### src/rtl/pms_pkg.sv
package pms_pkg;

	localparam int FRAC_BITS = 8;
	localparam int POS_W     = 14;
	localparam int VEL_W     = 15;
	localparam int MAG_W     = 15;
	localparam int SPD_W     = 6;
	localparam int SPDF_W    = SPD_W + FRAC_BITS;
	localparam int DT_W      = 10;
	localparam int SIZE_W    = 7;
	localparam int RAD_W     = 2 * MAG_W;
	localparam int PA_W      = MAG_W + SPDF_W;
	localparam int NUM_W     = PA_W + DT_W;
	localparam int DEN_W     = 26;
	localparam int QUO_W     = 14;
	localparam int SUMV_W    = VEL_W + 1;
	localparam int PROD_W    = 24;
	localparam int RECIP_W   = 23;
	localparam int RECIP_SH  = 32;
	localparam int DIST_W    = 15;
	localparam int PSUM_W    = POS_W + 3;
	localparam int CELL_W    = POS_W - FRAC_BITS;
	localparam int MODU_W    = 14;

	localparam int GROW_DIV  = 2000;
	localparam int MOVE_DIV  = 1000;
	localparam int SIZE_MAX  = 64;
	// 2^32 does not fit in 32 bits; form the reciprocal in 64-bit math.
	localparam int RECIP_1000 = int'((64'd1 << RECIP_SH) / MOVE_DIV);

	localparam logic [SIZE_W-1:0] WIDTH_RST  = SIZE_W'(64);
	localparam logic [SIZE_W-1:0] HEIGHT_RST = SIZE_W'(32);

	typedef enum logic [0:0] {
		REG_FIELD_WIDTH  = 1'b0,
		REG_FIELD_HEIGHT = 1'b1
	} reg_idx_t;

	// Front end: magnitudes and signs of the velocity plus pass-along fields.
	typedef struct packed {
		logic              sx;
		logic              sy;
		logic [VEL_W-1:0]  ax;
		logic [VEL_W-1:0]  ay;
		logic [SPDF_W-1:0] spd;
		logic [DT_W-1:0]   dt;
		logic [POS_W-1:0]  px;
		logic [POS_W-1:0]  py;
		logic              last;
	} front_t;

	typedef struct packed {
		logic             sx;
		logic             sy;
		logic [VEL_W-1:0] ax;
		logic [VEL_W-1:0] ay;
		logic             resc;
		logic             zero;
		logic [DT_W-1:0]  dt;
		logic [POS_W-1:0] px;
		logic [POS_W-1:0] py;
		logic             last;
	} dside_t;

	typedef struct packed {
		logic             sx;
		logic             sy;
		logic [VEL_W-1:0] mx;
		logic [VEL_W-1:0] my;
		logic [DT_W-1:0]  dt;
		logic [POS_W-1:0] px;
		logic [POS_W-1:0] py;
		logic             last;
	} move_t;

	typedef struct packed {
		logic                 sx;
		logic                 sy;
		logic [VEL_W-1:0]     mx;
		logic [VEL_W-1:0]     my;
		logic [FRAC_BITS-1:0] lox;
		logic [FRAC_BITS-1:0] loy;
		logic                 last;
	} mside_t;

	function automatic logic [SIZE_W-1:0] clamp_size(input logic [SIZE_W-1:0] s);
		logic [SIZE_W-1:0] r;
		r = s;
		if (s == '0)
			r = SIZE_W'(1);
		else if (s > SIZE_W'(SIZE_MAX))
			r = SIZE_W'(SIZE_MAX);
		return r;
	endfunction

endpackage

### src/rtl/pms_div_pipe.sv
// Restoring divider, two numerators over one shared divisor, one quotient bit per stage.
module pms_div_pipe import pms_pkg::*; #(
	parameter int SIDE_W = 1
) (
	input  logic              clk,
	input  logic              arst_n,
	input  logic              en,
	input  logic              in_valid,
	input  logic [NUM_W-1:0]  num_a,
	input  logic [NUM_W-1:0]  num_b,
	input  logic [DEN_W-1:0]  den,
	input  logic [SIDE_W-1:0] in_side,
	output logic              out_valid,
	output logic [QUO_W-1:0]  quo_a,
	output logic [QUO_W-1:0]  quo_b,
	output logic [SIDE_W-1:0] out_side
);
	localparam int CMP_W = NUM_W + 1;

	logic              vld_s  [0:QUO_W];
	logic [NUM_W-1:0]  ra_s   [0:QUO_W];
	logic [NUM_W-1:0]  rb_s   [0:QUO_W];
	logic [QUO_W-1:0]  qa_s   [0:QUO_W];
	logic [QUO_W-1:0]  qb_s   [0:QUO_W];
	logic [DEN_W-1:0]  den_s  [0:QUO_W];
	logic [SIDE_W-1:0] side_s [0:QUO_W];

	assign vld_s[0]  = in_valid;
	assign ra_s[0]   = num_a;
	assign rb_s[0]   = num_b;
	assign qa_s[0]   = '0;
	assign qb_s[0]   = '0;
	assign den_s[0]  = den;
	assign side_s[0] = in_side;

	for (genvar k = 0; k < QUO_W; k++) begin : g_stage
		localparam int B = QUO_W - 1 - k;
		logic [CMP_W-1:0] sh;
		logic             ta;
		logic             tb;

		always_comb begin
			sh = CMP_W'(den_s[k]) << B;
			ta = CMP_W'(ra_s[k]) >= sh;
			tb = CMP_W'(rb_s[k]) >= sh;
		end

		always_ff @(posedge clk or negedge arst_n) begin
			if (!arst_n)
				vld_s[k+1] <= 1'b0;
			else if (en)
				vld_s[k+1] <= vld_s[k];
		end

		always_ff @(posedge clk) begin
			if (en) begin
				ra_s[k+1]   <= ta ? NUM_W'(CMP_W'(ra_s[k]) - sh) : ra_s[k];
				rb_s[k+1]   <= tb ? NUM_W'(CMP_W'(rb_s[k]) - sh) : rb_s[k];
				qa_s[k+1]   <= qa_s[k] | (QUO_W'(ta) << B);
				qb_s[k+1]   <= qb_s[k] | (QUO_W'(tb) << B);
				den_s[k+1]  <= den_s[k];
				side_s[k+1] <= side_s[k];
			end
		end
	end

	assign out_valid = vld_s[QUO_W];
	assign quo_a     = qa_s[QUO_W];
	assign quo_b     = qb_s[QUO_W];
	assign out_side  = side_s[QUO_W];
endmodule

### config.mk
export PLATFORM = sky130hd
export DESIGN_NAME = pms_div_pipe
export DESIGN_NICKNAME = d
export VERILOG_FILES = /design/src/rtl/pms_pkg.sv /design/src/rtl/pms_div_pipe.sv
export SDC_FILE = /design/constraint.sdc
export NUM_CORES = 2
export LEC_CHECK = 0
export BUFFER_PORTS_ARGS = -buffer_cell sky130_fd_sc_hd__buf_2
export CAP_MARGIN = 10
export CELL_PAD_IN_SITES_DETAIL_PLACEMENT = 1
export CELL_PAD_IN_SITES_GLOBAL_PLACEMENT = 2
export CORE_MARGIN = 2
export CORE_UTILIZATION = 37
export DETAILED_ROUTE_END_ITERATION = 8
export HOLD_SLACK_MARGIN = 0.15
export PLACE_DENSITY = 0.73
export REMOVE_ABC_BUFFERS = 1
export SETUP_SLACK_MARGIN = 0.4
export SYNTH_ARGS = -nofsm -noshare
export SYNTH_HDL_FRONTEND = slang
export SYNTH_SLANG_ARGS = --single-unit
### constraint.sdc
create_clock -name clk -period 4.4 [get_ports clk]
set_clock_uncertainty 0.1 [all_clocks]
set_input_delay 0.88 -clock clk [delete_from_list [all_inputs] [get_ports clk]]
set_output_delay 0.88 -clock clk [all_outputs]
set_load 0.01 [all_outputs]
## Yosys cells after proc, flatten, opt, wreduce, memory -nomap -nowiden

Cells that the tools add are included.

- Add/subtract/negate cells: 26
- $mul: 0
- Divide/modulo/power cells: 0
- Magnitude comparators: 28
- Eq/ne operators: 0
- Shift-type cells: 0
- Multiplexer cells: 26
- Bitwise gates (word level): 26
- Reductions and logical operators: 0

Operator list:

| cell | count |
|---|---|
| $mux 39 | 26 |
| $ge 39x26->1 | 2 |
| $ge 39x27->1 | 2 |
| $ge 39x28->1 | 2 |
| $ge 39x29->1 | 2 |
| $ge 39x30->1 | 2 |
| $ge 39x31->1 | 2 |
| $ge 39x32->1 | 2 |
| $ge 39x33->1 | 2 |
| $ge 39x34->1 | 2 |
| $ge 39x35->1 | 2 |
| $ge 39x36->1 | 2 |
| $ge 39x37->1 | 2 |
| $ge 39x38->1 | 2 |
| $ge 39x39->1 | 2 |
| $sub 39x27->39 | 2 |
| $sub 39x28->39 | 2 |
| $sub 39x29->39 | 2 |
| $sub 39x30->39 | 2 |
| $sub 39x31->39 | 2 |
| $sub 39x32->39 | 2 |
| $sub 39x33->39 | 2 |
| $sub 39x34->39 | 2 |
| $sub 39x35->39 | 2 |
| 17 further kinds | 34 |

- Register bits: 1,746
- Bits in latches: 0
- RAM bits: 0
- ROM bits: 0
- Input bits: 109
- Word-level logic and storage cells: 201
- Memories kept: 0

## Logic depth before layout (Yosys ltp)

- Depth in word-level cells: 2
- Gate-level depth with buffers: 16

## Worst setup path after synthesis

OpenSTA, ideal clock, no wires.

- Path type: input-to-reg
- Start point: input port num_a[13]
- End point: register ra_s[523] in the netlist's numbering (data pin)
- Arrival: 3.737 ns
- Slack: 0.303 ns
- Stages on the path: 12
- Buffers on the path: 1
- Cell sequence: inv_1 -> ha_1 -> fa_1 -> nor2b_1 -> o31a_1 -> o31ai_1 -> a21oi_1 -> a31oi_1 -> or4b_2 -> a31oi_1 -> buf_2 -> mux2_2

- Cells in the longest elaborated chain, start to end: 2

RTL lines:

| what | line | source |
|---|---|---|
| from (decl) | pms_div_pipe.sv:9 | `input logic [NUM_W-1:0] num_a,` |
| $sub 39x39->39 / $ge 39x39->1 (equally long branches) | pms_div_pipe.sv:57, pms_div_pipe.sv:44 |  |
| $mux 39 (*) | pms_div_pipe.sv:57 | `ra_s[k+1] <= ta ? NUM_W'(CMP_W'(ra_s[k]) - sh) : ra_s[k];` |
| to (signal, indexed assignment) | pms_div_pipe.sv:57 |  |
| to (decl) | pms_div_pipe.sv:21 | `logic [NUM_W-1:0] ra_s [0:QUO_W];` |

Every way passes the cells marked *; elsewhere a longest branch is shown, timed or not.
A chain may end at the register's enable or synchronous reset.

## Final worst setup path

- Start point: register den_s[100] in the netlist's numbering
- End point: register ra_s[115] in the netlist's numbering (data pin)

- Cells in the longest elaborated chain, start to end: 2

RTL lines:

| what | line | source |
|---|---|---|
| from (decl) | pms_div_pipe.sv:25 | `logic [DEN_W-1:0] den_s [0:QUO_W];` |
| from (signal, indexed assignment) | pms_div_pipe.sv:61 | `den_s[k+1] <= den_s[k];` |
| $sub 39x28->39 / $ge 39x28->1 (equally long branches) | pms_div_pipe.sv:57, pms_div_pipe.sv:44 |  |
| $mux 39 (*) | pms_div_pipe.sv:57 |  |

Marked as above.

==> results.ini <==
[synthesis]
synthCells=8968
yosysMostFrequentCell=edfxtp_1
ys_ff_latch=1590
ys_seq_area_frac=0.498
synthArstFlopShare=0.00881
yosysWarningCount=0
ys.flop_type=edfxtp_1
synth_top_cell_by_area=edfxtp_1
synth_area_leaders=edfxtp_1 (49%), ha_1 (9.5%), a21oi_1 (4.1%)
synthTopCellsByCount=edfxtp_1 (1,576), a21oi_1 (787), ha_1 (728), nand2_1 (725), o21ai_0 (652)
ys_types=100
synth.top_cell.area_share=0.494
syn_avg_cell_area_um2=10.7
syn_area_um2=95800
synth_edf_count=1576

[setup_path]
critPathMaxFanout=6
start_kind=flip-flop
cp-endpoint=ra_s[115]$_DFFE_PP_
crit_family=simple AND/OR/NAND/NOR gates
critical_path_required_ns=4.91
rrSetupSlack_ns=0.48
cpPeakStageDelay_ns=0.64
crit_buf_inv=4
r2r-start=den_s[100]$_DFFE_PP_
rr_endpoint=ra_s[115]$_DFFE_PP_
crit_arrival_ns=4.44
crit_slowest_cell=and3_1
cp_common_cell=buf_4
worstPathCellList=inv_1 -> ha_1 -> and3_1 -> nand4_1 -> nor4_1 -> buf_4 -> a21oi_1 -> buf_4 -> o21ai_0 -> a41oi_2 -> a211oi_1 -> buf_4 -> and3_1 -> xor2_1
worst_setup_path_end_kind=flip-flop
critical_path_depth=14
crit_start=den_s[100]$_DFFE_PP_
r2r_cells=14
critical_path_class=reg2reg

[place]
place_inst=12700
place_hpwl_um=256000
dpl_cell_area_um2=104000
place_ws_ns=-0.263
gp_congestion=0.949
io_buffer_count=138

[timing]
finalHoldViolCount=0
setup_ws_ns=0.476
rsz0062_at_grt=yes
whs_ns=0.210
max_clock_freq_mhz=255
final.period_utilization=0.892
finalMaxSlewViolations=0
tightest_slew_ns=0.896
relSlewSlack=0.397
min_period_ns=3.92
setup_viol=0

[global_route]
grt_pass1_wl_um=465000
grt_start_max_net_pins=145
grt_pass1_vias=77200
antenna_found_initial=6
grt_usage=0.233
grt-ovfl-total=0

[worst_hold_path]
hp-class=in2reg
hold_path_depth=1

[clocking]
h-tree-depth=4
cts-buffers-inserted=190
cts_tree=yes
cts-root-buf=clkbuf_16
clock_sinks=1590
worstSkewPairLatency_ns=0.90
clk_path_buf_depth=3
clkTransAtPathRegs_ns=0.06

[run]
cap_violations=0

[power]
vdd_drop_max_mv=0.491
powerDensity_nw_per_um2=679
p_leak_nw=43.7

[cells_and_area]
area.growth.synth_to_final_pct=16.2
fin_area_um2=111000
nets=10400
stdcell_count=13100
final_util=0.433
drive_gt1_frac=0.123

[routing]
first_pass_iters=7
antenna_left=0
drcViolationCount=0
wl_um=311000
vias=70600
wl_per_cell_um=23.7
viasPerCell=5.38
drt_iter0_markers=2906

[die]
io_pins=139
die_h_um=513
num_rows=186
die-area_um2=263000
start_util=0.373
die_x_um=513
core_region_area_um2=257000

[status]
status=completed

[cell type report]
type | instances | area [um^2]
clock buffer | 222 | 4870
clock inverter | 127 | 1520
antenna | 12 | 30.0
sequential | 1590 | 47700
tap | 3384 | 4230
timing repair buffer | 650 | 5280
multi-input combinational | 6555 | 45500
inverter | 577 | 2170
fill | 27800 | 146000
[flip-flops by register name (all words and copies together), names as in the netlist, 13 cells and up]
name	flops
qa_s	91
qb_s	91
ra_s	507
quo_b	14
vld_s	13
den_s	338
rb_s	507
quo_a	14
side_s	13
[per-layer routing]
| layer | GRT usage | part of all wire | wire (um) | up-vias |
|---|---|---|---|---|
| met5 | 0 | 0 | 0 | - |
| met4 | 0.163 | 0.082 | 25400 | 0 |
| met3 | 0.0231 | 0.019 | 5950 | 663 |
| met2 | 0.473 | 0.56 | 174000 | 1032 |
| met1 | 0.212 | 0.34 | 105000 | 34300 |
| li1 | - | - | - | 34600 |
[per-stage QoR]
stage,setup TNS (ns),total power [mW]
2_1_floorplan,-114.34,47.0
3_3_place_gp,-7.87,58.8
3_5_place_dp,-5.35,59.6
4_1_cts,0,76.1
5_1_grt,0,80.5
6_report,0,75.5
[worst min-delay path by stage]
stage | endpoint | start
after global routing | rb_s[519]$_DFFE_PP_ | num_b[12]
after global placement | side_s[3]$_DFFE_PP_ | side_s[4]$_DFFE_PP_
after floorplan | out_side$_DFFE_PP_ | side_s[1]$_DFFE_PP_
after detailed placement | qb_s[96]$_DFFE_PP_ | qb_s[110]$_DFFE_PP_
final | rb_s[519]$_DFFE_PP_ | num_b[12]
after CTS | ra_s[525]$_DFFE_PP_ | num_a[18]
[logic make-up after synthesis]
logic type / count (synthesis) / synth area share
AO/OA/AOI/OAI: 2497 / 0.162
adder cells (fa/ha/maj): 754 / 0.100
flip-flops: 1590 / 0.498
buffers and inverters: 824 / 0.0338
AND/OR/NAND/NOR: 2458 / 0.125
multiplexers: 162 / 0.0187
XOR/XNOR: 683 / 0.0624
[what timing repair did]
item                                    CTS  global route
hold buffers                             63             0
pin swaps                                 3             9
hold endpoints to repair                 76             0
setup buffers                             4             4
resized for setup                        30            68
cloned                                    0             1
endpoints found under the setup margin  117           194
[layout by cell type (no fill, tap or decap), types with 151 or more instances in the layout]
cell type  count
inv_1        572
nor2_1       609
xor2_1       302
buf_4        402
edfxtp_1    1576
a21o_1       344
clkbuf_16    190
xnor2_1      381
a21oi_1      768
nand2_1      725
nand3_1      160
ha_1         725
nor3_1       151
o21ai_0      641
[power breakdown]
group	internal [mW]	leakage, nW	switching, mW
clock	9.24	3.07	6.71
sequential	22.6	15.4	3.00
combinational	14.1	25.3	19.9
total	45.9	43.7	29.6
(Power assumes the default switching activity.)
