`src/rtl/pms_pkg.sv`:
```
package pms_pkg;

	localparam int FRAC_BITS = 8;
	localparam int POS_W     = 14;
	localparam int VEL_W     = 15;
	localparam int MAG_W     = 15;
	localparam int SPD_W     = 6;
	localparam int SPDF_W    = SPD_W + FRAC_BITS;
	localparam int DT_W      = 10;
	localparam int SIZE_W    = 7;
	localparam int RAD_W     = 2 * MAG_W;
	localparam int PA_W      = MAG_W + SPDF_W;
	localparam int NUM_W     = PA_W + DT_W;
	localparam int DEN_W     = 26;
	localparam int QUO_W     = 14;
	localparam int SUMV_W    = VEL_W + 1;
	localparam int PROD_W    = 24;
	localparam int RECIP_W   = 23;
	localparam int RECIP_SH  = 32;
	localparam int DIST_W    = 15;
	localparam int PSUM_W    = POS_W + 3;
	localparam int CELL_W    = POS_W - FRAC_BITS;
	localparam int MODU_W    = 14;

	localparam int GROW_DIV  = 2000;
	localparam int MOVE_DIV  = 1000;
	localparam int SIZE_MAX  = 64;
	// 2^32 does not fit in 32 bits; form the reciprocal in 64-bit math.
	localparam int RECIP_1000 = int'((64'd1 << RECIP_SH) / MOVE_DIV);

	localparam logic [SIZE_W-1:0] WIDTH_RST  = SIZE_W'(64);
	localparam logic [SIZE_W-1:0] HEIGHT_RST = SIZE_W'(32);

	typedef enum logic [0:0] {
		REG_FIELD_WIDTH  = 1'b0,
		REG_FIELD_HEIGHT = 1'b1
	} reg_idx_t;

	// Front end: magnitudes and signs of the velocity plus pass-along fields.
	typedef struct packed {
		logic              sx;
		logic              sy;
		logic [VEL_W-1:0]  ax;
		logic [VEL_W-1:0]  ay;
		logic [SPDF_W-1:0] spd;
		logic [DT_W-1:0]   dt;
		logic [POS_W-1:0]  px;
		logic [POS_W-1:0]  py;
		logic              last;
	} front_t;

	typedef struct packed {
		logic             sx;
		logic             sy;
		logic [VEL_W-1:0] ax;
		logic [VEL_W-1:0] ay;
		logic             resc;
		logic             zero;
		logic [DT_W-1:0]  dt;
		logic [POS_W-1:0] px;
		logic [POS_W-1:0] py;
		logic             last;
	} dside_t;

	typedef struct packed {
		logic             sx;
		logic             sy;
		logic [VEL_W-1:0] mx;
		logic [VEL_W-1:0] my;
		logic [DT_W-1:0]  dt;
		logic [POS_W-1:0] px;
		logic [POS_W-1:0] py;
		logic             last;
	} move_t;

	typedef struct packed {
		logic                 sx;
		logic                 sy;
		logic [VEL_W-1:0]     mx;
		logic [VEL_W-1:0]     my;
		logic [FRAC_BITS-1:0] lox;
		logic [FRAC_BITS-1:0] loy;
		logic                 last;
	} mside_t;

	function automatic logic [SIZE_W-1:0] clamp_size(input logic [SIZE_W-1:0] s);
		logic [SIZE_W-1:0] r;
		r = s;
		if (s == '0)
			r = SIZE_W'(1);
		else if (s > SIZE_W'(SIZE_MAX))
			r = SIZE_W'(SIZE_MAX);
		return r;
	endfunction

endpackage

```
`src/rtl/pms_mod_pipe.sv`:
```
// Remainder by the field size in whole pixels, one conditional subtract per stage.
module pms_mod_pipe import pms_pkg::*; #(
	parameter int SIDE_W = 1
) (
	input  logic              clk,
	input  logic              arst_n,
	input  logic              en,
	input  logic              in_valid,
	input  logic [MODU_W-1:0] val_a,
	input  logic [MODU_W-1:0] val_b,
	input  logic [SIZE_W-1:0] size_a,
	input  logic [SIZE_W-1:0] size_b,
	input  logic [SIDE_W-1:0] in_side,
	output logic              out_valid,
	output logic [CELL_W-1:0] rem_a,
	output logic [CELL_W-1:0] rem_b,
	output logic [SIDE_W-1:0] out_side
);
	localparam int CMP_W = MODU_W + SIZE_W;

	logic              vld_s  [0:MODU_W];
	logic [MODU_W-1:0] ua_s   [0:MODU_W];
	logic [MODU_W-1:0] ub_s   [0:MODU_W];
	logic [SIDE_W-1:0] side_s [0:MODU_W];

	assign vld_s[0]  = in_valid;
	assign ua_s[0]   = val_a;
	assign ub_s[0]   = val_b;
	assign side_s[0] = in_side;

	// The user must keep the sizes still while items are in flight; this block does not enforce it.
	for (genvar k = 0; k < MODU_W; k++) begin : g_stage
		localparam int B = MODU_W - 1 - k;
		logic [CMP_W-1:0] sha;
		logic [CMP_W-1:0] shb;
		logic             ta;
		logic             tb;

		always_comb begin
			sha = CMP_W'(size_a) << B;
			shb = CMP_W'(size_b) << B;
			ta  = CMP_W'(ua_s[k]) >= sha;
			tb  = CMP_W'(ub_s[k]) >= shb;
		end

		always_ff @(posedge clk or negedge arst_n) begin
			if (!arst_n)
				vld_s[k+1] <= 1'b0;
			else if (en)
				vld_s[k+1] <= vld_s[k];
		end

		always_ff @(posedge clk) begin
			if (en) begin
				ua_s[k+1]   <= ta ? MODU_W'(CMP_W'(ua_s[k]) - sha) : ua_s[k];
				ub_s[k+1]   <= tb ? MODU_W'(CMP_W'(ub_s[k]) - shb) : ub_s[k];
				side_s[k+1] <= side_s[k];
			end
		end
	end

	assign out_valid = vld_s[MODU_W];
	assign rem_a     = ua_s[MODU_W][CELL_W-1:0];
	assign rem_b     = ub_s[MODU_W][CELL_W-1:0];
	assign out_side  = side_s[MODU_W];
endmodule

```
`config.mk`:
```
export PLATFORM = sky130hd
export DESIGN_NAME = pms_mod_pipe
export DESIGN_NICKNAME = d
export VERILOG_FILES = /design/src/rtl/pms_pkg.sv /design/src/rtl/pms_mod_pipe.sv
export SDC_FILE = /design/constraint.sdc
export NUM_CORES = 1
export LEC_CHECK = 0
export BUFFER_PORTS_ARGS = -buffer_cell sky130_fd_sc_hd__buf_4
export CAP_MARGIN = 20
export CORE_UTILIZATION = 40
export CTS_CLUSTER_DIAMETER = 50
export DETAILED_ROUTE_END_ITERATION = 10
export REMOVE_ABC_BUFFERS = 1
export SLEW_MARGIN = 15
export SYNTH_ARGS = -nofsm -noshare
export SYNTH_HDL_FRONTEND = slang
export SYNTH_SLANG_ARGS = --single-unit
```
`constraint.sdc`:
```
create_clock -name clk -period 6.57 [get_ports clk]
set_clock_uncertainty 0.05 [all_clocks]
set_input_delay 1.971 -clock clk [delete_from_list [all_inputs] [get_ports clk]]
set_output_delay 1.971 -clock clk [all_outputs]
set_load 0.05 [all_outputs]
```
**Yosys cells after proc, flatten, opt, wreduce, memory -nomap -nowiden**

Cells that the tools add are included.
W data, S select, Z words.

- Flip-flop bits (word level): 404
- Output and inout bits: 14
- Input bits: 47
- Logic and storage cells: 140

- Muxes and demuxes: 28
- Add/subtract/negate cells: 28
- Order comparisons: 28

Operators with widths:

| cell | number |
|---|---|
| $mux W14 | 26 |
| $sub A14 B14 Y14 | 14 |
| $ge A14 B20 Y1 | 2 |
| $ge A14 B19 Y1 | 2 |
| $ge A14 B18 Y1 | 2 |
| $ge A14 B17 Y1 | 2 |
| $ge A14 B16 Y1 | 2 |
| $ge A14 B15 Y1 | 2 |
| $ge A14 B10 Y1 | 2 |
| $ge A14 B11 Y1 | 2 |
| $ge A14 B12 Y1 | 2 |
| $ge A14 B13 Y1 | 2 |
| $ge A14 B14 Y1 | 2 |
| $ge A14 B7 Y1 | 2 |
| $ge A14 B8 Y1 | 2 |
| $ge A14 B9 Y1 | 2 |
| $sub A14 B10 Y14 | 2 |
| $sub A14 B11 Y14 | 2 |
| $sub A14 B12 Y14 | 2 |
| $sub A14 B13 Y14 | 2 |
| $sub A14 B8 Y14 | 2 |
| $sub A14 B9 Y14 | 2 |
| $mux W6 | 2 |
| $sub A6 B6 Y6 | 2 |

**Depth between registers and ports, before layout**

- Depth in word-level cells: 2
- Mapped depth: 10
- Depth with buffers taken out: 9

**Worst setup path after synthesis**

Ideal clock, no wire load.

- Kind: in2reg
- Start: in size_b[1]
- End: reg ub_s[36] (netlist bit) (data pin)
- Path buffers: 1
- Data required time: 6.260 ns
- Stages: 7
- Arrival: 4.339 ns
- Setup time: 0.260 ns
- Slack: 1.921 ns
- Cell sequence: inv_1 fa_1 a211oi_1 o22ai_1 a211oi_1 clkbuf_1 mux2_2

- Word-level cells in the longest chain between the ends: 2
- Elaborated cells between the ends (all ways): 3
- Those cells by class: add/sub (1); order compare (1); mux (1)

Ends and longest elaborated chain:

| item | RTL line | text |
|---|---|---|
| start: declaration | pms_mod_pipe.sv:12 | `input logic [SIZE_W-1:0] size_b,` |
| $sub A14 B9 Y14 / $ge A14 B9 Y1 (equally long branches) | pms_mod_pipe.sv:56, pms_mod_pipe.sv:43 |  |
| $mux W14 * | pms_mod_pipe.sv:56 | `ub_s[k+1] <= tb ? MODU_W'(CMP_W'(ub_s[k]) - shb) : ub_s[k];` |
| end signal: indexed assignment | pms_mod_pipe.sv:56 |  |
| end: declaration | pms_mod_pipe.sv:23 | `logic [MODU_W-1:0] ub_s [0:MODU_W];` |

Every way passes the cells marked *; elsewhere a longest branch is shown, timed or not.
A chain may end at the register's enable or synchronous reset.

**Worst setup path in the final report**

- Start: in size_b[1]
- End: reg ub_s[110] (netlist bit) (data pin)

- Word-level cells in the longest chain between the ends: 2
- Elaborated cells between the ends (all ways): 3
- Those cells by class: add/sub (1); order compare (1); mux (1)

Ends and longest elaborated chain:

| item | RTL line |
|---|---|
| $sub A14 B14 Y14 / $ge A14 B14 Y1 (equally long branches) | pms_mod_pipe.sv:56, pms_mod_pipe.sv:43 |
| $mux W14 * | pms_mod_pipe.sv:56 |

Marks and branches as above.

==> results.json <==
{
  "status": "complete, no violations",
  "worst_pin_slew_ns": 1.02,
  "netlist-cell-type-count": 70,
  "vias": 13847,
  "drc": 0,
  "overflow": 0,
  "ctsResizeCount": 0,
  "track_usage_pct": 15.6,
  "dp_hpwl_um": 31300,
  "die_w_um": 236,
  "vdd_drop_max_uv": 253,
  "ys.flop_type": "edfxtp_1",
  "ys_seq_area_share_pct": 55.0,
  "h-tree-depth": 2,
  "critPathMaxFanout": 12,
  "clockBufferDepth": 3,
  "grt_pass1_vias": 13660,
  "syn_area_um2": 21900,
  "antenna_found_initial": 0,
  "grt_pass1_wl_um": 69800,
  "worstPathRequired_ns": 6.85,
  "clk_latency_ns": 0.58,
  "io_pins": 61,
  "drt_iter0_markers": 636,
  "finalSetupViolations": 0,
  "synth_warnings": 0,
  "max-slew-margin-rel_pct": 31.9,
  "p_leak_nw": 9.31,
  "port_buffers": 60,
  "wire_per_inst_um": 17.2,
  "period_share_pct": 71.3,
  "dieArea_um2": 55800,
  "rsz0062_at_grt": "no",
  "cts_made_buffers": 52,
  "cts-root-buf": "clkbuf_16",
  "initial_utilization_pct": 40.6,
  "die_h_um": 236,
  "drive_gt1_share_pct": 15.0,
  "cts_tree": "built",
  "ys_ff_latch": 404,
  "clk_pin_slew_worst_paths_ns": 0.06,
  "rows": 85,
  "hold_viol": 0,
  "r2r_setup_slack_ns": 3.51,
  "synthToLayoutAreaGrowth_pct": 13.7,
  "drv_slew": 0,
  "clock-sinks": 404,
  "cp-end-kind": "register",
  "ctsHoldBuffers": 0,
  "drt-pass1-iter-count": 4,
  "start_kind": "input port",
  "timing.fmax_ghz": 0.213,
  "cts_setup_buffers": 0,
  "crit_type": "input port to register",
  "arrival_ns": 4.97,
  "finalSetupTns_ns": 0,
  "min_period_ns": 4.69,
  "drt-total-wl_um": 43800,
  "coreArea_um2": 54000,
  "finalNonFillerCells": 2545,
  "power.density_cell_area_nw_per_um2": 339,
  "viasPerCell": 5.44,
  "netlist_instances": 1708,
  "antenna_left": 0,
  "ys_async_sr_fraction_pct": 3.47,
  "grt_max_degree": 122,
  "place_inst": 2451,
  "avgSynthCellArea_um2": 12.8,
  "synth-edff-count": 390,
  "place.gp.congestion": 0.862,
  "maxCapViolCount": 0,
  "layout.nets": 2035,
  "holdCritPathClass": "register to register",
  "n_antenna_cell": 0
}
[state kept, by name, indices dropped and copies added (netlist names)]
register	flops
ua_s	182
ub_s	182
side_s	13
vld_s	13
rem_a	6
rem_b	6
out_side	1
out_valid	1
[path summary, 6_finish.rpt]
| kind | from | end | cells after the start |
|---|---|---|---|
| setup / recovery | size_b[1] | ub_s[110] | 9 |
| hold / removal | side_s[2] | side_s[1] | 0 |
| setup reg to reg | ub_s[44] | ub_s[31] | 9 |
| hold reg to reg | side_s[2] | side_s[1] | 0 |
| max in group asynchronous | arst_n | vld_s[11] | 1 |
| min in group asynchronous | arst_n | vld_s[2] | 1 |
[cells in the mapped netlist, drive strengths merged, types with 6 or more instances]
| library cell | count | area share (%) |
|---|---|---|
| mux2 | 105 | 5.4 |
| o31a | 25 | 1.0 |
| inv | 100 | 1.7 |
| and2 | 6 | 0.17 |
| xnor2 | 44 | 1.8 |
| mux2i | 46 | 2.1 |
| o41ai | 7 | 0.35 |
| o211ai | 11 | 0.38 |
| o21ai | 81 | 1.8 |
| dfrtp | 14 | 1.6 |
| nand2b | 17 | 0.48 |
| nor3b | 6 | 0.21 |
| ha | 154 | 8.8 |
| and4b | 6 | 0.27 |
| buf | 14 | 0.46 |
| o31ai | 16 | 0.55 |
| a21o | 16 | 0.55 |
| nand4 | 18 | 0.51 |
| nor4b | 22 | 0.88 |
| or4 | 11 | 0.41 |
| or2 | 9 | 0.26 |
| nor2 | 115 | 2.0 |
| a21oi | 83 | 1.9 |
| or3 | 9 | 0.26 |
| a21boi | 6 | 0.21 |
| nor3 | 43 | 1.0 |
| edfxtp | 390 | 53 |
| nand3 | 21 | 0.48 |
| a2111oi | 7 | 0.31 |
| xor2 | 24 | 0.96 |
| clkbuf | 8 | 0.14 |
| fa | 24 | 2.2 |
| nand4b | 7 | 0.28 |
| nand3b | 6 | 0.21 |
| o21a | 49 | 1.7 |
| a211oi | 19 | 0.65 |
| nand2 | 52 | 0.89 |
| nor4 | 27 | 0.77 |
| a31oi | 7 | 0.20 |
| nor2b | 33 | 0.94 |
[power breakdown]
group          switching [mW]  internal [mW]  total, mW
clock                    1.11           1.63       2.74
combinational            1.13          0.977       2.10
sequential              0.252           3.37       3.62
[layout by cell type (no fill, tap or decap), types with 7 or more instances in the layout]
master,instances
o211ai_1,11
nor3_1,42
nand2b_1,17
xnor2_1,44
o31ai_1,16
o21a_1,49
o21ai_0,80
a31oi_1,7
a21o_1,16
nor4_1,27
mux2_2,105
or4_1,9
nand2_1,52
nand4b_1,7
a21oi_1,83
inv_1,100
buf_4,66
nand4_1,18
o31a_1,25
clkbuf_1,10
clkinv_2,7
xor2_1,24
a211oi_1,19
mux2i_1,46
nand3_1,21
nor4b_1,22
nor2_1,115
fa_1,24
nor2b_1,33
edfxtp_1,390
dfrtp_1,14
clkbuf_16,53
or2_2,9
or3_1,9
ha_1,154
[cell families after synthesis]
family | after synthesis | share of synthesized area [%]
fa+ha+maj | 178 | 11.0
flops | 404 | 55.0
xor+xnor | 68 | 2.71
compound gates | 365 | 11.1
mux | 151 | 7.49
buf+inv | 122 | 2.30
simple gates | 420 | 10.5
[routing by layer]
metal  vias to the layer above  track usage (%)  part of all wire (%)
li1                       6849                -                     -
met1                      6660             19.0                    43
met2                       265             27.7                    50
met3                        73             2.91                   3.9
met4                         0             5.18                   2.7
met5                         -                0                     0
[cell type report]
type / count / area (µm²)
fillers: 4826 / 29100
flip-flops and latches: 404 / 12100
multi-input cells: 1182 / 9380
clock buffers: 65 / 1390
well taps: 696 / 871
repair buffers: 70 / 578
inverters: 100 / 375
clock inverters: 28 / 282
[critical path, stage by stage]
cell and delay (ns):
buf_4 0.18, inv_1 0.51, buf_4 0.34, ha_1 0.27, nor2b_1 0.15, o31a_1 0.27, o31a_1 0.26, o22ai_1 0.59
mux2_2 0.41
[per-stage QoR]
| step | setup slack, ns | area [µm²] | hold slack, ns | util, % | power (mW) |
|---|---|---|---|---|---|
| 2_1_floorplan | 1.27 | 21800 | 0.350 | - | 5.19 |
| 3_3_place_gp | 1.22 | 23200 | 0.355 | 43.0 | 5.71 |
| 3_5_place_dp | 1.18 | 23200 | 0.355 | 43.0 | 5.77 |
| 4_1_cts | 1.81 | 24900 | 0.370 | 46.1 | 8.55 |
| 5_1_grt | 1.70 | 24900 | 0.379 | 46.2 | 8.92 |
| 6_report | 1.88 | 24900 | 0.368 | 46.2 | 8.46 |
Note: power is estimated with default switching activity, not from simulation.
