===== src/rtl/pms_pkg.sv =====
package pms_pkg;

	localparam int FRAC_BITS = 8;
	localparam int POS_W     = 14;
	localparam int VEL_W     = 15;
	localparam int MAG_W     = 15;
	localparam int SPD_W     = 6;
	localparam int SPDF_W    = SPD_W + FRAC_BITS;
	localparam int DT_W      = 10;
	localparam int SIZE_W    = 7;
	localparam int RAD_W     = 2 * MAG_W;
	localparam int PA_W      = MAG_W + SPDF_W;
	localparam int NUM_W     = PA_W + DT_W;
	localparam int DEN_W     = 26;
	localparam int QUO_W     = 14;
	localparam int SUMV_W    = VEL_W + 1;
	localparam int PROD_W    = 24;
	localparam int RECIP_W   = 23;
	localparam int RECIP_SH  = 32;
	localparam int DIST_W    = 15;
	localparam int PSUM_W    = POS_W + 3;
	localparam int CELL_W    = POS_W - FRAC_BITS;
	localparam int MODU_W    = 14;

	localparam int GROW_DIV  = 2000;
	localparam int MOVE_DIV  = 1000;
	localparam int SIZE_MAX  = 64;
	// 2^32 does not fit in 32 bits; form the reciprocal in 64-bit math.
	localparam int RECIP_1000 = int'((64'd1 << RECIP_SH) / MOVE_DIV);

	localparam logic [SIZE_W-1:0] WIDTH_RST  = SIZE_W'(64);
	localparam logic [SIZE_W-1:0] HEIGHT_RST = SIZE_W'(32);

	typedef enum logic [0:0] {
		REG_FIELD_WIDTH  = 1'b0,
		REG_FIELD_HEIGHT = 1'b1
	} reg_idx_t;

	// Front end: magnitudes and signs of the velocity plus pass-along fields.
	typedef struct packed {
		logic              sx;
		logic              sy;
		logic [VEL_W-1:0]  ax;
		logic [VEL_W-1:0]  ay;
		logic [SPDF_W-1:0] spd;
		logic [DT_W-1:0]   dt;
		logic [POS_W-1:0]  px;
		logic [POS_W-1:0]  py;
		logic              last;
	} front_t;

	typedef struct packed {
		logic             sx;
		logic             sy;
		logic [VEL_W-1:0] ax;
		logic [VEL_W-1:0] ay;
		logic             resc;
		logic             zero;
		logic [DT_W-1:0]  dt;
		logic [POS_W-1:0] px;
		logic [POS_W-1:0] py;
		logic             last;
	} dside_t;

	typedef struct packed {
		logic             sx;
		logic             sy;
		logic [VEL_W-1:0] mx;
		logic [VEL_W-1:0] my;
		logic [DT_W-1:0]  dt;
		logic [POS_W-1:0] px;
		logic [POS_W-1:0] py;
		logic             last;
	} move_t;

	typedef struct packed {
		logic                 sx;
		logic                 sy;
		logic [VEL_W-1:0]     mx;
		logic [VEL_W-1:0]     my;
		logic [FRAC_BITS-1:0] lox;
		logic [FRAC_BITS-1:0] loy;
		logic                 last;
	} mside_t;

	function automatic logic [SIZE_W-1:0] clamp_size(input logic [SIZE_W-1:0] s);
		logic [SIZE_W-1:0] r;
		r = s;
		if (s == '0)
			r = SIZE_W'(1);
		else if (s > SIZE_W'(SIZE_MAX))
			r = SIZE_W'(SIZE_MAX);
		return r;
	endfunction

endpackage


===== src/rtl/pms_sqrt_pipe.sv =====
// Floor square root, one root bit per stage; the running square is kept by shift-add.
module pms_sqrt_pipe import pms_pkg::*; #(
	parameter int SIDE_W = 1
) (
	input  logic              clk,
	input  logic              arst_n,
	input  logic              en,
	input  logic              in_valid,
	input  logic [RAD_W-1:0]  in_rad,
	input  logic [SIDE_W-1:0] in_side,
	output logic              out_valid,
	output logic [MAG_W-1:0]  out_root,
	output logic [SIDE_W-1:0] out_side
);
	localparam int SQ_W = RAD_W + 1;

	logic              vld_s  [0:MAG_W];
	logic [MAG_W-1:0]  root_s [0:MAG_W];
	logic [SQ_W-1:0]   sq_s   [0:MAG_W];
	logic [RAD_W-1:0]  rad_s  [0:MAG_W];
	logic [SIDE_W-1:0] side_s [0:MAG_W];

	assign vld_s[0]  = in_valid;
	assign root_s[0] = '0;
	assign sq_s[0]   = '0;
	assign rad_s[0]  = in_rad;
	assign side_s[0] = in_side;

	for (genvar k = 0; k < MAG_W; k++) begin : g_stage
		localparam int B = MAG_W - 1 - k;
		logic [SQ_W-1:0] cand;
		logic            take;

		always_comb begin
			cand = sq_s[k] + (SQ_W'(root_s[k]) << (B + 1)) + (SQ_W'(1) << (2 * B));
			take = cand <= SQ_W'(rad_s[k]);
		end

		always_ff @(posedge clk or negedge arst_n) begin
			if (!arst_n)
				vld_s[k+1] <= 1'b0;
			else if (en)
				vld_s[k+1] <= vld_s[k];
		end

		always_ff @(posedge clk) begin
			if (en) begin
				root_s[k+1] <= take ? (root_s[k] | (MAG_W'(1) << B)) : root_s[k];
				sq_s[k+1]   <= take ? cand : sq_s[k];
				rad_s[k+1]  <= rad_s[k];
				side_s[k+1] <= side_s[k];
			end
		end
	end

	assign out_valid = vld_s[MAG_W];
	assign out_root  = root_s[MAG_W];
	assign out_side  = side_s[MAG_W];
endmodule


===== config.mk =====
export PLATFORM = sky130hd
export DESIGN_NAME = pms_sqrt_pipe
export DESIGN_NICKNAME = d
export VERILOG_FILES = /design/src/rtl/pms_pkg.sv /design/src/rtl/pms_sqrt_pipe.sv
export SDC_FILE = /design/constraint.sdc
export NUM_CORES = 1
export LEC_CHECK = 0
export ABC_CLOCK_PERIOD_IN_PS = 6700
export BUFFER_PORTS_ARGS = -buffer_cell sky130_fd_sc_hd__buf_2
export CAP_MARGIN = 10
export CORE_MARGIN = 2
export CORE_UTILIZATION = 40
export DETAILED_ROUTE_END_ITERATION = 10
export PLACE_DENSITY_LB_ADDON = 0.25
export RECOVER_POWER = 100
export SLEW_MARGIN = 20
export SYNTH_ARGS = -nofsm -noshare
export SYNTH_HDL_FRONTEND = slang
export SYNTH_SLANG_ARGS = --single-unit

===== constraint.sdc =====
create_clock -name clk -period 6.7 [get_ports clk]
set_input_delay 0.335 -clock clk [delete_from_list [all_inputs] [get_ports clk]]
set_output_delay 0.335 -clock clk [all_outputs]
set_load 0.05 [all_outputs]

# Word level (Yosys, flattened, before mapping)
# Index checks and enable logic that the tools add are counted.
dict set report totals {
  out_inout_bits 17
  inputBits 35
  latchBits 0
  romBits 0
  mem_bits_rw 0
  ff_bits 1109
  mem_count 0
  wordCells 145
}
dict set report classes {
  reduce_logical 0
  n_shift 0
  mux 15
  eq_ne 0
  order_cmp 15
  multipliers 0
  div 0
  bitwise_logic 0
  n_addsub 28
}
# op count
set ops {}
lappend ops {{$le 31x30->1} 14}
lappend ops {{$mux 31} 13}
lappend ops {{$add 31x1->31 const B} 1}
lappend ops {{$add 31x11->31 const B} 1}
lappend ops {{$add 31x13->31 const B} 1}
lappend ops {{$add 31x15->31 const B} 1}
lappend ops {{$add 31x16->31} 1}
lappend ops {{$add 31x17->31} 1}
lappend ops {{$add 31x17->31 const B} 1}
lappend ops {{$add 31x18->31} 1}
lappend ops {{$add 31x19->31} 1}
lappend ops {{$add 31x19->31 const B} 1}
lappend ops {{$add 31x20->31} 1}
lappend ops {{$add 31x21->31} 1}
lappend ops {{$add 31x21->31 const B} 1}
lappend ops {{$add 31x22->31} 1}
lappend ops {{$add 31x23->31} 1}
lappend ops {{$add 31x23->31 const B} 1}
lappend ops {{$add 31x24->31} 1}
lappend ops {{$add 31x25->31} 1}
lappend ops {{$add 31x25->31 const B} 1}
lappend ops {{$add 31x26->31} 1}
lappend ops {{$add 31x27->31} 1}
lappend ops {{$add 31x27->31 const B} 1}
lappend ops {{other kinds (9)} 9}

# Longest topological paths before layout
# Gate-level depths: netlist of the first run.
dict set report depth {
  word_depth 4
  ltp_mapped 21
  depth_no_buf 19
}

# Worst setup path before layout of the first run
# OpenSTA, ideal clock, no wires.
dict set report synth_timing {
  path_kind {register to register}
  startpoint {register root_s[82] in the netlist's numbering}
  endpoint {register sq_s[136] in the netlist's numbering, data pin}
  setup_time_ns 0.260
  path_stages_with_launch 19
  slack_ns 2.077
  path_buffers 2
  period_less_slack_ns 4.623
  required_ns 6.440
  arrival_ns 4.363
  cell_sequence {edfxtp_1 ha_1 nand3_1 a211oi_1 and4_1 o31ai_1 a21boi_0 o21a_1 clkbuf_1 nand3_1 xnor2_1 ha_1 a211o_1 o211ai_1 a21oi_1 or4_1 a21oi_1 buf_2 mux2_2}
}
dict set report synth_via {
  elab_chain_cells 4
}
# item line_no
set synth_lines {}
lappend synth_lines {{from (decl)} pms_sqrt_pipe.sv:18} ;# logic [MAG_W-1:0] root_s [0:MAG_W];
lappend synth_lines {{from (signal, indexed assignment)} pms_sqrt_pipe.sv:48} ;# root_s[k+1] <= take ? (root_s[k] | (MAG_W'(1) << B)) : root_s[k];
lappend synth_lines {{$add 31x20->31 (*)} pms_sqrt_pipe.sv:35} ;# cand = sq_s[k] + (SQ_W'(root_s[k]) << (B + 1)) + (SQ_W'(1) << (2 * B));
lappend synth_lines {{$add 31x9->31 (*)} pms_sqrt_pipe.sv:35}
lappend synth_lines {{$le 31x30->1} pms_sqrt_pipe.sv:36} ;# take = cand <= SQ_W'(rad_s[k]);
lappend synth_lines {{$mux 31 (*)} pms_sqrt_pipe.sv:49} ;# sq_s[k+1] <= take ? cand : sq_s[k];
lappend synth_lines {{to (signal, indexed assignment)} pms_sqrt_pipe.sv:49}
lappend synth_lines {{to (decl)} pms_sqrt_pipe.sv:19} ;# logic [SQ_W-1:0] sq_s [0:MAG_W];
# Mark *: on every way between the ends. The rest lies on a longest branch, timed or not.
# A chain may end at the register's enable or synchronous reset.

# Final worst setup path of the first run
dict set report layout_timing {
  startpoint {register root_s[66] in the netlist's numbering}
  endpoint {register sq_s[106] in the netlist's numbering, data pin}
}
dict set report layout_via {
  elab_chain_cells 4
}
# item line_no
set layout_lines {}
lappend layout_lines {{$add 31x19->31 (*)} pms_sqrt_pipe.sv:35}
lappend layout_lines {{$add 31x7->31 (*)} pms_sqrt_pipe.sv:35}
lappend layout_lines {{$le 31x30->1} pms_sqrt_pipe.sv:36}
lappend layout_lines {{$mux 31 (*)} pms_sqrt_pipe.sv:49}
# Marked as above.

==> results of run 1 <==
[state kept, by name, indices dropped and copies added, names as in the netlist]
signal     cells
out_root      15
out_side       1
out_valid      1
rad_s        420
root_s       104
side_s        14
sq_s         208
vld_s         14
[cells by family (layout without fill, tap and decap cells)]
kind of cell | after synthesis | after routing | share of synthesized area, %
muxes | 82 | 82 | 2.45
adders and majority gates | 313 | 313 | 10.4
other | 1 | 1 | 0.00996
buffers and inverters | 308 | 519 | 3.28
and+or+nand+nor | 663 | 663 | 9.17
AOI/OAI and AO/OA | 377 | 377 | 6.64
xor gates and xnor gates | 270 | 270 | 6.30
DFF | 777 | 777 | 61.7
[power groups by stage]
stage	logic [mW]	clock network (mW)	registers, mW
after floorplan	1.95	0	6.20
after global placement	2.58	0	6.33
after detailed placement	2.67	0	6.34
after CTS	2.71	4.82	6.24
after global routing	2.99	5.00	6.30
final	2.67	4.70	6.24
[timing repair]
item                      4_1_cts  5_1_grt
buffers inserted                0        0
hold buffers                   33        0
hold endpoints to repair       48        0
[per-layer routing]
metal	GRT usage [%]	share of wire [%]	wire length [um]
met3	2.41	2.6	1970
met5	0	0	0
met4	8.41	5.8	4340
met1	15.3	37	27400
met2	30.4	55	40900
[cell usage after synthesis (29+ instances only)]
| library cell | n |
|---|---|
| nor2_1 | 110 |
| mux2_2 | 79 |
| a21oi_1 | 110 |
| edfxtp_1 | 762 |
| o21ai_0 | 49 |
| o21a_1 | 29 |
| nand2_1 | 145 |
| inv_1 | 259 |
| xnor2_1 | 163 |
| nand3_1 | 90 |
| nand4_1 | 63 |
| xor2_1 | 106 |
| and3_1 | 30 |
| nor4_1 | 42 |
| ha_1 | 313 |
| and2_1 | 31 |
| a21o_1 | 56 |
| nor3_1 | 50 |
[area by class of cell]
class	instances	area share (%)
Sequential cell	777	54.7
Multi-Input combinational cell	1706	30.9
Clock buffer	106	5.34
Tap cell	1254	3.69
Inverter	260	2.30
Timing Repair Buffer	105	1.70
Clock inverter	48	1.35
[worst paths after layout]
check	cells after the start	start	end	slack, ns
min in group clk	2	in_rad[7]	rad_s[427]	0.38
setup / recovery	17	root_s[66]	sq_s[106]	0.85
max in group asynchronous	2	arst_n	vld_s[4]	5.95
setup reg to reg	17	root_s[66]	sq_s[106]	0.85
hold reg to reg	0	side_s[4]	side_s[3]	0.41
hold / removal	2	arst_n	vld_s[5]	0.27
[stage by stage]
step | utilization (%) | hold slack (ns) | setup WS, ns | total power [mW]
global placement | 42.3 | 0.237 | 1.23 | 8.91
CTS | 45.7 | 0.0690 | 1.10 | 13.8
floorplan | - | 0.0394 | 2.08 | 8.15
detailed placement | 42.3 | 0.244 | 1.11 | 9.01
finish | 45.5 | 0.268 | 0.853 | 13.6
global route | 45.5 | 0.330 | 0.501 | 14.3
==> impl_metrics.py, run 1 <==
metrics = {
    "clock_tree": {
        "cts.sinks": 777,
        "clk_pin_slew_ns": 0.06,
        "clk_latency_ns": 0.65,
        "ctsResizeCount": 0,
        "cts_tree": "yes",
        "cts_buffer_depth": 3,
        "cts_inserted_buffers": 85,
        "h-tree-depth": 3,
        "clockRootBuffer": "clkbuf_16",
    },
    "timing": {
        "min_period_over_period_pct": 87.3,
        "fin_setup_tns_ns": 0,
        "final-setup-viol-count": 0,
        "finalHoldViolations": 0,
        "finClkSkew_ns": 0.0213,
        "period_needed_ns": 5.85,
        "slew_viol_final": 140,
        "max_freq_mhz": 171,
        "rsz0062_at_grt": "false",
        "tightest_slew_ns": 5.63,
        "slew-limit-headroom_pct": -276,
    },
    "power": {
        "swShare_pct": 27.6,
        "power_frac_comb_pct": 19.6,
        "power_density_mw_per_mm2": 320,
        "ir_drop_mv": 0.320,
        "p_seq_share_pct": 45.9,
        "p_int_mw": 9.85,
        "power_leakage_nw": 16.6,
        "p_switching_mw": 3.76,
        "clockPowerShare_pct": 34.5,
    },
    "detailed_routing": {
        "wl_per_cell_um": 17.5,
        "num_vias": 21600,
        "firstDrtPassIters": 6,
        "post-route-drc-count": 0,
        "antenna_left": 0,
        "drt_iter0_markers": 1144,
        "routed_wirelength_um": 74600,
        "viasPerCell": 5.07,
    },
    "grt": {
        "antenna_found_initial": 0,
        "grt_start_max_net_pins": 184,
        "grt-ovfl-total": 0,
        "grt_pass1_vias": 23200,
        "grt_usage_pct": 15.4,
        "grt_pass1_wl_um": 119000,
    },
    "die": {
        "die_y_um": 311,
        "dieWidth_um": 311,
        "die_area_sq_mm": 0.0966,
        "num_rows": 112,
        "pin_count": 52,
        "core_sq_mm": 0.0933,
        "initial_core_util_pct": 40.4,
    },
    "logic_synthesis": {
        "post-synth-top-area-cell": "edfxtp_1",
        "synth_flop_cell": "edfxtp_1",
        "netlist_instances": 2791,
        "ys_warn_count": 0,
        "netlist_area_sq_mm": 0.0377,
        "syn_area_per_cell_sq_um": 13.5,
        "synth_edf_count": 762,
        "synth_seq_cells": 777,
        "syn_nets": 3139,
        "async_flop_share_pct": 1.93,
        "synth_cell_types": 81,
        "ys_seq_area_share_pct": 61.7,
        "synthTopCellsByArea": "edfxtp_1, ha_1, xnor2_1",
        "netlist.area_leader.share_pct": 60.7,
    },
    "layout": {
        "drive_gt1_share_pct": 8.73,
        "mostFrequentLayoutCell": "edfxtp_1",
        "stdcell_count": 4256,
        "design_area_sq_mm": 0.0425,
        "nNetsFinal": 3283,
        "antenna_cells": 0,
        "syn_to_final_growth_pct": 12.8,
        "regArea_sq_mm": 0.0233,
        "multi_input_area_sq_mm": 0.0131,
        "layout_common_cells": "edfxtp_1, ha_1, inv_1",
        "n_fill_cell": 8272,
    },
    "run_status": {
        "violations": "capacitance limit, slew limit",
        "outcome": "finished with violations",
    },
    "critical_path": {
        "critPathTopFamily": "simple AND/OR/NAND/NOR gates",
        "path_buf_inv": 1,
        "critical_path_required_ns": 7.10,
        "path_cells": "ha_1 -> a21oi_1 -> o21ai_0 -> a211o_1 -> a21o_1 -> nand4_1 -> nor3_1 -> nand3_1 -> xnor2_1 -> ha_1 -> nand3_1 -> nor4_1 -> nand2_1 -> or2_2 -> a21oi_1 -> buf_4 -> mux2_2",
        "worstSetupEndpointType": "flop",
        "slowest_stage": "o21ai_0",
        "critPathArrivalTime_ns": 6.25,
        "crit_type": "flop to flop",
        "crit_path_start_kind": "flop",
        "slowest_delay_ns": 0.55,
        "cp_max_fo": 16,
    },
    "min_path": {
        "hp-class": "primary input to async pin",
    },
    "placed_design": {
        "dpl_cell_area_sq_mm": 0.0394,
        "dp_cells": 4069,
        "portBuffers": 51,
        "globalplace.congestion": 0.879,
        "dp_hpwl_um": 56100,
    },
    "flow_run": {
        "maxCapViolCount": 2,
    },
}
(Power assumes the default switching activity.)
==> run 2: changes to the inputs <==
--- a/config.mk
+++ b/config.mk
@@ -9,7 +9,7 @@
 export BUFFER_PORTS_ARGS = -buffer_cell sky130_fd_sc_hd__buf_2
 export CAP_MARGIN = 10
 export CORE_MARGIN = 2
-export CORE_UTILIZATION = 40
+export CORE_UTILIZATION = 35
 export DETAILED_ROUTE_END_ITERATION = 10
 export PLACE_DENSITY_LB_ADDON = 0.25
 export RECOVER_POWER = 100
==> run 2 against run 1 <==
Net effect: the run still ends with capacitance limit, slew limit left; critical path depth up 2; setup slack worse by 0.0046 ns; first-iteration DRC count down 18%; sequential power about the same; core utilization down 5.8 points; largest cell class unchanged; largest power group unchanged.
==> impl_metrics.py, run 2 (same netlist as run 1, synthesis figures left out) <==
metrics = {
    "detailed_routing": {
        "routed_wirelength_um": 72100,
        "wl_per_cell_um": 16.4,
        "firstDrtPassIters": 5,
        "drt_iter0_markers": 937,
        "antenna_left": 0,
        "post-route-drc-count": 0,
        "viasPerCell": 4.80,
        "num_vias": 21100,
    },
    "clock_tree": {
        "cts_buffer_depth": 3,
        "clk_pin_slew_ns": 0.05,
        "cts.sinks": 777,
        "cts_tree": "yes",
        "ctsResizeCount": 0,
        "clockRootBuffer": "clkbuf_16",
        "clk_latency_ns": 0.65,
        "h-tree-depth": 3,
        "cts_inserted_buffers": 86,
    },
    "flow_run": {
        "maxCapViolCount": 3,
    },
    "layout": {
        "n_fill_cell": 10100,
        "nNetsFinal": 3280,
        "mostFrequentLayoutCell": "edfxtp_1",
        "largest_reg_flops": 420,
        "layout_common_cells": "edfxtp_1, ha_1, inv_1",
        "reg_top3": "rad_s: 420 flops, sq_s: 208 flops, root_s: 104 flops",
        "antenna_cells": 0,
        "syn_to_final_growth_pct": 12.6,
        "regMostFlops": "rad_s",
        "drive_gt1_share_pct": 8.28,
    },
    "timing": {
        "slew_viol_final": 205,
        "setup_slack_ns": 0.848,
        "max_freq_mhz": 171,
        "period_needed_ns": 5.85,
        "tightest_slew_ns": 5.47,
        "finalHoldViolations": 0,
        "final-setup-viol-count": 0,
        "min_period_over_period_pct": 87.3,
        "finClkSkew_ns": 0.0264,
        "slew-limit-headroom_pct": -265,
        "fin_setup_tns_ns": 0,
        "rsz0062_at_grt": "false",
    },
    "placed_design": {
        "globalplace.congestion": 0.846,
        "dp_hpwl_um": 53800,
        "preCtsSetupSlack_ns": 0.780,
        "portBuffers": 51,
    },
    "die": {
        "die_y_um": 332,
        "dieWidth_um": 332,
        "pin_count": 52,
        "initial_core_util_pct": 35.2,
        "die_area_sq_mm": 0.110,
        "core_sq_mm": 0.107,
        "num_rows": 120,
    },
    "run_status": {
        "outcome": "finished with violations",
        "violations": "capacitance limit, slew limit",
    },
    "power": {
        "clockPowerShare_pct": 33.1,
        "swShare_pct": 27.4,
        "power_leakage_nw": 16.5,
        "ir_drop_mv": 0.231,
        "p_switching_mw": 3.63,
        "p_seq_share_pct": 47.1,
        "p_int_mw": 9.62,
        "power_frac_comb_pct": 19.8,
        "power_density_mw_per_mm2": 312,
    },
    "critical_path": {
        "critical_path_required_ns": 7.07,
        "worstSetupEndpointType": "flop",
        "slowest_stage": "nor4_1",
        "crit_type": "flop to flop",
        "cp_max_fo": 21,
        "critPathArrivalTime_ns": 6.22,
        "path_cells": "ha_1 -> and3_1 -> a211o_1 -> o31a_1 -> a21o_1 -> o21a_1 -> and2_0 -> nand2_1 -> xnor2_1 -> ha_1 -> nand4_1 -> nor4_1 -> a21boi_0 -> a211oi_1 -> a21oi_1 -> or3_1 -> clkinv_1 -> buf_4 -> mux2_1",
        "slowest_delay_ns": 0.60,
        "r2r_cells": 19,
        "crit_path_start_kind": "flop",
        "crit_top_cell": "ha_1",
    },
    "grt": {
        "grt_usage_pct": 13.1,
        "grt-ovfl-total": 0,
        "grt_pass1_wl_um": 114000,
        "grt_start_max_net_pins": 154,
        "grt_pass1_vias": 22100,
        "antenna_found_initial": 0,
    },
    "min_path": {
        "hp-class": "primary input to async pin",
    },
}
run 2: cell count changes in the layout (fill, tap and decap cells not counted), sizes merged, moves of 2 or more:
cell	delta
clkbuf	+3
clkinv	+3
inv	-2
buf	-5
bufinv	-5
run 2: per-stage QoR:
stage	instance area, sq um	total power [mW]	hold slack (ns)	utilization (%)	cells
2_1_floorplan	37700	8.15	0.0394	-	2791
3_3_place_gp	39600	8.95	0.256	37.1	4214
3_5_place_dp	39600	8.98	0.254	37.1	4214
4_1_cts	42600	13.4	0.0728	39.8	4399
5_1_grt	42400	14.0	0.353	39.7	4399
6_report	42400	13.2	0.292	39.7	4399
run 2: what timing repair did:
item                       in CTS  in global routing
buffers inserted                0                  0
setup endpoints to repair       0                  0
hold endpoints to repair       48                  0
hold buffers                   33                  0
run 2: power groups by stage:
stage | clock network, mW | registers (mW) | logic [mW]
6_report | 4.38 | 6.24 | 2.63
3_5_place_dp | 0 | 6.34 | 2.64
2_1_floorplan | 0 | 6.20 | 1.95
3_3_place_gp | 0 | 6.33 | 2.61
4_1_cts | 4.54 | 6.24 | 2.67
5_1_grt | 4.70 | 6.30 | 2.97
run 2: worst paths after layout:
path                                 start    endpoint  slack, ns
worst max-delay path            root_s[54]    sq_s[77]       0.85
max in group asynchronous           arst_n    vld_s[5]       5.91
worst max register to register  root_s[54]    sq_s[77]       0.85
min in group clk                in_rad[23]  rad_s[443]       0.40
worst min-delay path                arst_n   vld_s[14]       0.29
worst min register to register   side_s[6]   side_s[5]       0.41
run 2: cell type report:
class / instances / area, sq um / area share [%]
clock buffer: 108 / 2280 / 5.37
clock inverter: 44 / 323 / 0.761
inverter: 260 / 976 / 2.30
multi-input combinational: 1706 / 13100 / 30.9
sequential: 777 / 23300 / 54.8
tap: 1403 / 1760 / 4.14
timing repair buffer: 101 / 717 / 1.69
run 2: critical path, delay by kind of cell (launching register included):
| family | cells | cell delay (ns) |
|---|---|---|
| XOR/XNOR | 1 | 0.08 |
| flip-flops | 1 | 0.40 |
| adder cells (fa/ha/maj) | 2 | 0.71 |
| buffers and inverters | 2 | 0.35 |
| AND/OR/NAND/NOR | 6 | 1.81 |
| AO/OA/AOI/OAI | 7 | 1.88 |
| multiplexers | 1 | 0.33 |
run 2: layer usage:
layer	vias up	GRT usage, %	wire length, um
met5	-	0	0
met1	9939	13.6	28000
met2	332	24.8	37900
met4	0	7.19	4140
li1	10700	-	-
met3	187	2.28	2060
==> run 3: changes to the inputs <==
--- a/config.mk
+++ b/config.mk
@@ -12,7 +12,7 @@
 export CORE_UTILIZATION = 35
 export DETAILED_ROUTE_END_ITERATION = 10
 export PLACE_DENSITY_LB_ADDON = 0.25
-export RECOVER_POWER = 100
+export RECOVER_POWER = 50
 export SLEW_MARGIN = 20
 export SYNTH_ARGS = -nofsm -noshare
 export SYNTH_HDL_FRONTEND = slang
==> run 3 against run 2 <==
Net effect: clock skew fell by 0.00069 ns; critical path type unchanged; total power rose by 0.11%; global-route usage did not move; clock power barely moved; critical endpoint is now sq_s[70]; sequential share of layout area fell by 0.14 points; final cell count did not move; hold slack got worse by 0.00057 ns; routed wire length fell by 0.14%; the flow still finishes with violations (capacitance limit, slew limit); sequential cell count did not move; first-iteration DRC count rose by 0.21%; via count fell by 0.37%; sequential power barely moved.
==> impl_metrics.py, run 3 (same netlist as run 1, synthesis figures left out) <==
metrics = {
    "critical_path": {
        "crit_top_cell": "ha_1",
        "critical_path_required_ns": 7.09,
        "cp_max_fo": 21,
        "critPathTopFamily": "compound AO/OA/AOI/OAI gates",
        "path_buf_inv": 2,
        "worstSetupEndpointType": "flop",
        "critPathArrivalTime_ns": 6.24,
        "crit_type": "flop to flop",
        "crit_path_start_kind": "flop",
        "slowest_stage": "nor4_1",
        "path_cells": "ha_1 -> and3_4 -> a211o_1 -> o31a_1 -> a21o_1 -> o21a_1 -> and2_1 -> nand2_1 -> xnor2_1 -> ha_1 -> nand4_1 -> nor4_1 -> a21boi_0 -> a211oi_1 -> a21oi_1 -> or3_1 -> clkinv_1 -> buf_4 -> mux2_1",
        "slowest_delay_ns": 0.63,
    },
    "timing": {
        "slew-limit-headroom_pct": -263,
        "rsz0062_at_grt": "false",
        "finalHoldViolations": 0,
        "max_freq_mhz": 171,
        "slew_viol_final": 120,
        "finClkSkew_ns": 0.0257,
        "fin_setup_tns_ns": 0,
        "period_needed_ns": 5.85,
        "tightest_slew_ns": 5.44,
        "min_period_over_period_pct": 87.3,
        "final-setup-viol-count": 0,
    },
    "clock_tree": {
        "cts_tree": "yes",
        "cts_buffer_depth": 3,
        "clockRootBuffer": "clkbuf_16",
        "ctsResizeCount": 0,
        "clk_pin_slew_ns": 0.06,
        "clk_latency_ns": 0.64,
        "cts.sinks": 777,
        "cts_inserted_buffers": 86,
        "h-tree-depth": 3,
    },
    "flow_run": {
        "maxCapViolCount": 1,
    },
    "grt": {
        "grt_start_max_net_pins": 154,
        "antenna_found_initial": 0,
        "grt_pass1_wl_um": 114000,
        "grt_pass1_vias": 22100,
        "grt-ovfl-total": 0,
        "grt_usage_pct": 13.1,
    },
    "power": {
        "clockPowerShare_pct": 33.1,
        "p_switching_mw": 3.63,
        "ir_drop_mv": 0.231,
        "p_int_mw": 9.63,
        "power_density_mw_per_mm2": 312,
        "p_seq_share_pct": 47.0,
        "power_leakage_nw": 16.5,
        "power_frac_comb_pct": 19.9,
        "swShare_pct": 27.4,
    },
    "detailed_routing": {
        "antenna_left": 0,
        "drt_iter0_markers": 939,
        "num_vias": 21000,
        "wl_per_cell_um": 16.4,
        "post-route-drc-count": 0,
        "viasPerCell": 4.78,
        "firstDrtPassIters": 5,
        "routed_wirelength_um": 72000,
    },
    "layout": {
        "antenna_cells": 0,
        "largest_reg_flops": 420,
        "mostFrequentLayoutCell": "edfxtp_1",
        "final_util_pct": 39.8,
        "layout_common_cells": "edfxtp_1, ha_1, inv_1",
        "drive_gt1_share_pct": 9.48,
        "reg_top3": "rad_s: 420 flops, sq_s: 208 flops, root_s: 104 flops",
        "regMostFlops": "rad_s",
        "nNetsFinal": 3280,
        "syn_to_final_growth_pct": 12.9,
    },
    "placed_design": {
        "globalplace.congestion": 0.846,
        "portBuffers": 51,
        "dp_hpwl_um": 53800,
    },
    "die": {
        "die_y_um": 332,
        "dieWidth_um": 332,
        "core_sq_mm": 0.107,
        "die_area_sq_mm": 0.110,
        "initial_core_util_pct": 35.2,
        "num_rows": 120,
        "pin_count": 52,
    },
    "min_path": {
        "hp-class": "primary input to async pin",
    },
    "run_status": {
        "violations": "capacitance limit, slew limit",
        "outcome": "finished with violations",
    },
}
-- run 3: changes by cell type in the layout (fill, tap and decap cells not counted), sizes merged --
cell	previous run	this run
buf	38	63
clkbuf	137	112
-- run 3: path summary, 6_finish.rpt --
| check | from | to | slack, ns | cells after the start |
|---|---|---|---|---|
| max | root_s[54] | sq_s[70] | 0.85 | 19 |
| min | arst_n | vld_s[14] | 0.29 | 2 |
| max reg2reg | root_s[54] | sq_s[70] | 0.85 | 19 |
| min reg2reg | side_s[6] | side_s[5] | 0.41 | 0 |
| max in group asynchronous | arst_n | vld_s[5] | 5.91 | 2 |
| min in group clk | in_rad[23] | rad_s[443] | 0.40 | 2 |
-- run 3: final cells by class --
class                   count  area, sq um
fillers                 10100        64400
flip-flops and latches    777        23300
multi-input cells        1706        13200
clock buffers             108         2280
well taps                1403         1760
inverters                 260          976
repair buffers            101          766
clock inverters            44          323
-- run 3: power groups by stage --
| stage | Combinational [mW] | Sequential, mW | Clock [mW] |
|---|---|---|---|
| global route | 2.99 | 6.30 | 4.70 |
| global placement | 2.61 | 6.33 | 0 |
| floorplan | 1.95 | 6.20 | 0 |
| CTS | 2.67 | 6.24 | 4.54 |
| detailed placement | 2.64 | 6.34 | 0 |
| finish | 2.64 | 6.24 | 4.38 |
-- run 3: metrics by stage --
stage                     total power, mW  worst slack (ns)  cells  hold WS (ns)  cell area, sq um
after detailed placement             8.98             0.780   4214         0.254             39600
after floorplan                      8.15              2.08   2791        0.0394             37700
after global placement               8.95             0.914   4214         0.256             39600
after CTS                            13.4             0.767   4399        0.0728             42600
final                                13.3             0.851   4399         0.291             42500
after global routing                 14.0             0.420   4399         0.353             42500
-- run 3: metal layers --
layer  routed length (um)  track usage [%]  vias to the layer above
li1                     -                -                    10700
met1                27900             13.6                     9895
met2                38000             24.8                      305
met3                 2040             2.28                      177
met4                 4040             7.19                        0
met5                    0                0                        -
-- run 3: repair_timing --
item / 4_1_cts / 5_1_grt
endpoints found under the hold margin: 48 / 0
buffers inserted: 0 / 0
hold buffers: 33 / 0
setup endpoints to repair: 0 / 0
